[src/hdl/vwd_pkg.sv]
`timescale 1ns / 1ps
package vwd_pkg;

	localparam int MAX_VERTICES_DEF = 1024;
	localparam int COORD_WIDTH_DEF  = 32;

	// fixed field widths of the channels and registers
	localparam int REQ_W      = 2;
	localparam int COORD_IN_W = 32;
	localparam int IDX_OUT_W  = 10;
	localparam int STATUS_W   = 2;
	localparam int TOL_W      = 31;
	localparam int CFG_IDX_W  = 1;
	localparam int SUM_W      = 64;

	localparam logic [TOL_W-1:0] TOL_RESET  = 31'd66;
	localparam logic             WELD_RESET = 1'b1;

	typedef enum logic [CFG_IDX_W-1:0] {
		REG_TOLERANCE   = 1'd0,
		REG_WELD_ENABLE = 1'd1
	} cfg_reg_t;

	typedef enum logic [REQ_W-1:0] {
		REQ_VERTEX = 2'd0,
		REQ_REMAP  = 2'd1,
		REQ_CLEAR  = 2'd2
	} req_type_t;

	typedef enum logic [STATUS_W-1:0] {
		STATUS_OK       = 2'd0,
		STATUS_FULL     = 2'd1,
		STATUS_UNLOADED = 2'd2
	} status_t;

	typedef enum logic [1:0] {
		SQ_TOL = 2'd0,
		SQ_DX  = 2'd1,
		SQ_DY  = 2'd2,
		SQ_DZ  = 2'd3
	} sq_sel_t;

	typedef struct packed {
		logic    diff_en;
		logic    mul_en;
		sq_sel_t sel;
		logic    tol_load;
		logic    acc_load;
		logic    acc_add;
	} dist_ctl_t;

	typedef enum logic [3:0] {
		S_IDLE,
		S_TOL,
		S_TOL_LD,
		S_READ,
		S_DIFF,
		S_MX,
		S_MY,
		S_MZ,
		S_CMP,
		S_APPEND,
		S_MAP_WR,
		S_MAP_RD,
		S_MAP_DATA,
		S_DONE
	} state_t;

endpackage

[src/hdl/vwd_dist_unit.sv]
`timescale 1ns / 1ps
module vwd_dist_unit import vwd_pkg::*; #(
	parameter int COORD_WIDTH = COORD_WIDTH_DEF
) (
	input  logic                          clk,
	input  dist_ctl_t                     ctl,
	input  logic        [TOL_W-1:0]       tolerance,
	input  logic signed [COORD_WIDTH-1:0] px,
	input  logic signed [COORD_WIDTH-1:0] py,
	input  logic signed [COORD_WIDTH-1:0] pz,
	input  logic        [3*COORD_WIDTH-1:0] kept,
	output logic                          hit
);
	localparam int MUL_W  = (COORD_WIDTH > TOL_W) ? COORD_WIDTH : TOL_W;
	localparam int PROD_W = 2 * MUL_W;

	function automatic logic [COORD_WIDTH-1:0] abs_diff(
		input logic signed [COORD_WIDTH-1:0] a,
		input logic signed [COORD_WIDTH-1:0] b
	);
		logic signed [COORD_WIDTH:0] d;
		d = {a[COORD_WIDTH-1], a} - {b[COORD_WIDTH-1], b};
		if (d[COORD_WIDTH]) begin
			d = -d;
		end
		return d[COORD_WIDTH-1:0];
	endfunction

	logic signed [COORD_WIDTH-1:0] kx, ky, kz;
	logic [COORD_WIDTH-1:0] dx_q, dy_q, dz_q;
	logic [MUL_W-1:0]       op;
	logic [PROD_W-1:0]      sq;
	logic [PROD_W-1:0]      prod_q;
	logic [PROD_W-1:0]      tol2_q;
	logic [SUM_W-1:0]       acc_q;
	logic [SUM_W:0]         sum_raw;
	logic [SUM_W-1:0]       sum_sat;

	assign kx = kept[3*COORD_WIDTH-1:2*COORD_WIDTH];
	assign ky = kept[2*COORD_WIDTH-1:COORD_WIDTH];
	assign kz = kept[COORD_WIDTH-1:0];

	// the one shared squaring multiplier
	always_comb begin
		unique case (ctl.sel)
			SQ_TOL: op = MUL_W'(tolerance);
			SQ_DX:  op = MUL_W'(dx_q);
			SQ_DY:  op = MUL_W'(dy_q);
			SQ_DZ:  op = MUL_W'(dz_q);
			default: op = '0;
		endcase
	end
	assign sq = op * op;

	// saturating accumulate, then strict compare against tolerance squared
	assign sum_raw = {1'b0, acc_q} + {1'b0, SUM_W'(prod_q)};
	assign sum_sat = sum_raw[SUM_W] ? '1 : sum_raw[SUM_W-1:0];
	assign hit     = sum_sat < SUM_W'(tol2_q);

	always_ff @(posedge clk) begin
		if (ctl.diff_en) begin
			dx_q <= abs_diff(px, kx);
			dy_q <= abs_diff(py, ky);
			dz_q <= abs_diff(pz, kz);
		end
		if (ctl.mul_en) begin
			prod_q <= sq;
		end
		if (ctl.tol_load) begin
			tol2_q <= prod_q;
		end
		if (ctl.acc_load) begin
			acc_q <= SUM_W'(prod_q);
		end else if (ctl.acc_add) begin
			acc_q <= sum_sat;
		end
	end
endmodule
[config.mk]
export PLATFORM = sky130hd
export DESIGN_NAME = vwd_dist_unit
export DESIGN_NICKNAME = d
export VERILOG_FILES = /design/src/hdl/vwd_pkg.sv /design/src/hdl/vwd_dist_unit.sv
export SDC_FILE = /design/constraint.sdc
export NUM_CORES = 2
export LEC_CHECK = 0
export ABC_AREA = 1
export BUFFER_PORTS_ARGS = -buffer_cell sky130_fd_sc_hd__buf_2
export CORE_ASPECT_RATIO = 1.1
export CORE_MARGIN = 3
export CORE_UTILIZATION = 65
export CTS_CLUSTER_SIZE = 10
export DETAILED_ROUTE_END_ITERATION = 12
export GPL_ROUTABILITY_DRIVEN = 0
export GPL_TIMING_DRIVEN = 0
export PLACE_DENSITY_LB_ADDON = 0.2
export SYNTH_ARGS = -nofsm -noshare
export SYNTH_HDL_FRONTEND = slang
export SYNTH_SLANG_ARGS = --single-unit
[constraint.sdc]
create_clock -name clk -period 14.6 [get_ports clk]
set_clock_uncertainty 0.2 [all_clocks]
set_input_delay 0.73 -clock clk [delete_from_list [all_inputs] [get_ports clk]]
set_output_delay 0.73 -clock clk [all_outputs]
set_load 0.05 [all_outputs]
**After elaboration in Yosys (flattened, before gate mapping)**

Cells that the tools add are included.
W data, S select, Z words.

- Flip-flop bits (word level): 288
- Bits in latches: 0
- Bits in writable memories: 0
- Bits in read-only memories: 0
- Word-level logic and storage cells: 27
- Memories kept: 0

- $add $sub $neg: 7
- Multiply operators: 1
- Div/mod/pow operators: 0
- Order comparisons: 1
- Eq/ne operators: 3
- Shift operators: 0
- Muxes and demuxes: 7
- Bitwise gates (word level): 0
- Reductions and logical operators: 2

Operators with widths:

| kind | count |
|---|---|
| $mux W64 | 3 |
| $pmux W32 S4 | 1 |
| $sub A32 B32 Y33 | 3 |
| $mux W32 | 3 |
| $neg A32 Y32 | 3 |
| $add A64 B64 Y65 | 1 |
| $lt A64 B64 Y1 | 1 |
| $mul A32 B32 Y64 | 1 |
| $eq A2 B2 Y1 const B | 2 |
| $eq A2 B1 Y1 const B | 1 |
| $logic_not A2 Y1 | 1 |
| $reduce_bool A2 Y1 | 1 |

**Longest topological paths before layout**

- Word-level depth: 4
- Mapped depth: 40

**Least setup slack after synthesis**

Ideal clock, no wire load.

- Path type: input to register
- Start point: input ctl[3] (netlist bit)
- End point: register prod_q[57] (data pin)
- Arrival time: 7.887 ns
- Slack: 6.248 ns
- Cell stages on the path: 34
- Path buffers: 3
- Cell sequence: inv_1 nor2_1 clkbuf_1 a21oi_1 nand2_1 inv_1 clkbuf_1 buf_1 nor2_1 fa_1 fa_1 fa_1 inv_1 fa_1 inv_1 fa_1 fa_1 fa_1 inv_1 fa_1 inv_1 ha_1 nand2_1 nor2_1 inv_1 nor2_1 and3_1 nand3_1 nand3_1 nand2_1 o211ai_1 a21boi_1 o21ai_0 xor2_1

- Longest elaborated chain between the ends: 3
- Elaborated cells between the ends (all ways): 6
- Classes of those cells: mul: 1; eq/ne: 3; mux: 1; reduce/logical: 1

RTL lines:

| item | RTL line | text |
|---|---|---|
| start: declaration | vwd_dist_unit.sv:6 | `input dist_ctl_t ctl,` |
| $eq A2 B2 Y1, or another cell as far along | vwd_dist_unit.sv:45 | `unique case (ctl.sel)` |
| $pmux W32 S4 * | vwd_dist_unit.sv:45 |  |
| $mul A32 B32 Y64 * | vwd_dist_unit.sv:53 | `assign sq = op * op;` |
| net sq[57] | vwd_dist_unit.sv:32 | `logic [PROD_W-1:0] sq;` |
| end signal: assignment | vwd_dist_unit.sv:67 | `prod_q <= sq;` |
| end: declaration | vwd_dist_unit.sv:33 | `logic [PROD_W-1:0] prod_q;` |

The timed path passes the listed nets; every way through them passes the cells marked *.
A chain may end at the register's enable or synchronous reset.

**Worst setup path in the final report**

- Start point: input ctl[4] (netlist bit)
- End point: register prod_q[57] (data pin)

Same word-level chain as after synthesis.

==> out/metrics.yaml <==
status: "finished, violations left"
violations: "capacitance limit, slew limit"
antenna_left: 0
cts_resized: 0
routed_wl_um: 175000
cts_buffer_depth: 3
die_w_um: 284
finalSetupViolCount: 0
synth_top_family_by_area: "adder cells"
netlist_instances: 7041
worstPathArrival_ps: 11090
synth_edf_count: 286
synth-main-ff-cell: "edfxtp_1"
worstSetupEndpointType: "flop"
crit_required_ps: 14690
cts_hold_buf: 0
yosys_warnings: 0
wl_per_cell_um: 20.7
numPortBuffers: 230
place_hpwl_um: 145000
critPathKind: "primary input to flop"
grt_max_degree: 82
fin_crit_sh_pct: 75.3
synth_fa_ha_area_share_pct: 40.5
drive_gt1_share_pct: 5.94
cts_made_buffers: 37
holdWs_ps: 298
synth-seq-cells: 286
insertion_delay_ps: 580
overflow: 0
start_util_pct: 65.9
num_vias: 49202
hold_path_class: "flop to flop"
grt_pass1_wl_um: 270000
num_io_pins: 232
core_area_sq_um: 83900
area_growth_pct: 6.84
synth_xor_area_share_pct: 3.89
critPathSlowestCell: "a21oi_1"
syn_area_sq_um: 55300
yosysSeqAreaShare_pct: 15.5
die_area_sq_um: 88600
cap_violations: 1
h-tree-depth: 2
slew-limit-headroom_pct: -0.707
root_buffer: "clkbuf_16"
floorplan.die.height_um: 312
cpMostUsedCell: "fa_1"
critical_path.max_stage_delay_ps: 1280
worst-path-max-fanout: 10
avgSynthCellArea_sq_um: 7.85
setup-tns-final_ps: 0
synthSimpleGateAreaFrac_pct: 19.2
drt_iter0_markers: 5065
clock-sinks: 286
synth.distinct_cells: 65
synth_nets: 8584
rsz0062_at_grt: "false"
cts_tree: "built"
drv_slew: 10
synthMuxAreaShare_pct: 0
clkSlewWorstSetupHoldPaths_ps: 50
min_period_ps: 11000
antenna_found_initial: 14
fmax_mhz: 90.9
async_flop_share_pct: 0
final_hold_viol_count: 0
synth-compound-area-share_pct: 8.43
row_count: 111
cts_setup_buffers: 0
tightest_slew_ps: 1510
grt_usage_pct: 39.6
final_nets: 8856
vias_per_cell: 5.81
drtPass1Iterations: 8
final_util_pct: 70.4
worstSetupStartpointType: "primary input"
drcViolationCount: 0
grt_pass1_vias: 50677
[metal layers]
layer  wire length [um]  vias to the layer above  GRT usage [%]
li1                   -                    22249              -
met1              57800                    22824           43.4
met4              17800                        6           30.8
met3              19900                      997           10.6
met5                 61                        -          0.272
met2              79600                     3126           65.4
[kinds of logic after synthesis]
| group | count (synthesis) |
|---|---|
| adder cells (fa/ha/maj) | 1312 |
| buffers and inverters | 1826 |
| flip-flops | 286 |
| AO/OA/AOI/OAI | 792 |
| XOR/XNOR | 236 |
| AND/OR/NAND/NOR | 2589 |
[flip-flops by register name, summed over array words and instances (netlist names)]
signal,count
prod_q,63
tol2_q,63
dz_q,32
dy_q,32
dx_q,32
acc_q,64
[placed cells by master (no fill, tap or decap), types with 18 or more instances in the layout]
cell type,n
edfxtp_1,286
a21oi_1,329
o21ai_0,156
clkinv_1,18
a21boi_0,31
nand4_1,58
clkbuf_1,82
o21a_1,18
nor2_2,24
nor3_1,53
nor2_1,839
o21bai_1,30
buf_2,247
nand2_1,1304
a31oi_1,60
clkbuf_16,37
xnor2_1,65
xor2_1,161
ha_1,516
fa_1,796
or2_2,24
a21o_1,41
inv_1,1683
a221oi_1,23
o21ai_1,35
nand3_1,212
[cell type report]
type                    count  area, sq um
diodes                     12         30.0
plain buffers             117          489
clock buffers              39          933
clock inverters            14          163
fillers                  6799        24800
inverters                1709         6410
multi-input cells        4929        39800
flip-flops and latches    286         8590
well taps                1130         1410
repair buffers            233         1230
[synthesized netlist by cell type, drive strengths merged (2+ instances only)]
master	instances	area, sq um
clkinv	14	52.6
nand3	220	1140
clkbuf	80	300
edfxtp	286	8590
o221ai	9	78.8
and2	2	12.5
a221oi	23	201
fa	796	15900
buf	37	189
a211oi	5	37.5
a2111oi	2	17.5
nor2	866	3330
ha	516	6460
a31oi	60	375
o21a	18	135
o21bai	30	225
nor4	10	68.8
xnor2	69	634
xor2	167	1520
o221a	2	22.5
o2111ai	5	43.8
o211ai	8	60.1
a41oi	2	17.5
o21ai	202	1040
a31o	3	26.3
inv	1695	6360
or2	28	175
nor3b	2	15.0
a21oi	339	1730
a21o	41	308
nand3b	14	109
nand4	60	388
a21boi	33	248
nand2	1320	4990
o311ai	3	26.3
o31ai	2	15.0
and3	10	62.6
nor3	56	295
[stage by stage]
step | worst slack (ps) | area [sq um] | std cells
2_1_floorplan | 6250 | 55300 | 7041
3_3_place_gp | 3790 | 57900 | 8401
3_5_place_dp | 3710 | 57900 | 8403
4_1_cts | 4240 | 59000 | 8456
5_1_grt | 3500 | 59100 | 8459
6_report | 3600 | 59100 | 8469
[worst max-delay path, delay by kind of cell]
kind / cells / cell delay, ps
adders and majority gates: 9 / 4330
AOI/OAI and AO/OA: 7 / 2660
buffers and inverters: 8 / 1640
and+or+nand+nor: 8 / 1520
xor gates and xnor gates: 1 / 170
[path summary, 6_finish.rpt]
path             start    endpoint  slack [ps]  cells after the start
max             ctl[4]  prod_q[57]        3600                     33
min          prod_q[4]   tol2_q[4]         300                      0
max reg2reg   dz_q[22]  prod_q[57]        3740                     29
min reg2reg  prod_q[4]   tol2_q[4]         300                      0
Power is not shown: default switching activity piles up to over one toggle a cycle in this logic, so the estimate is an artifact.
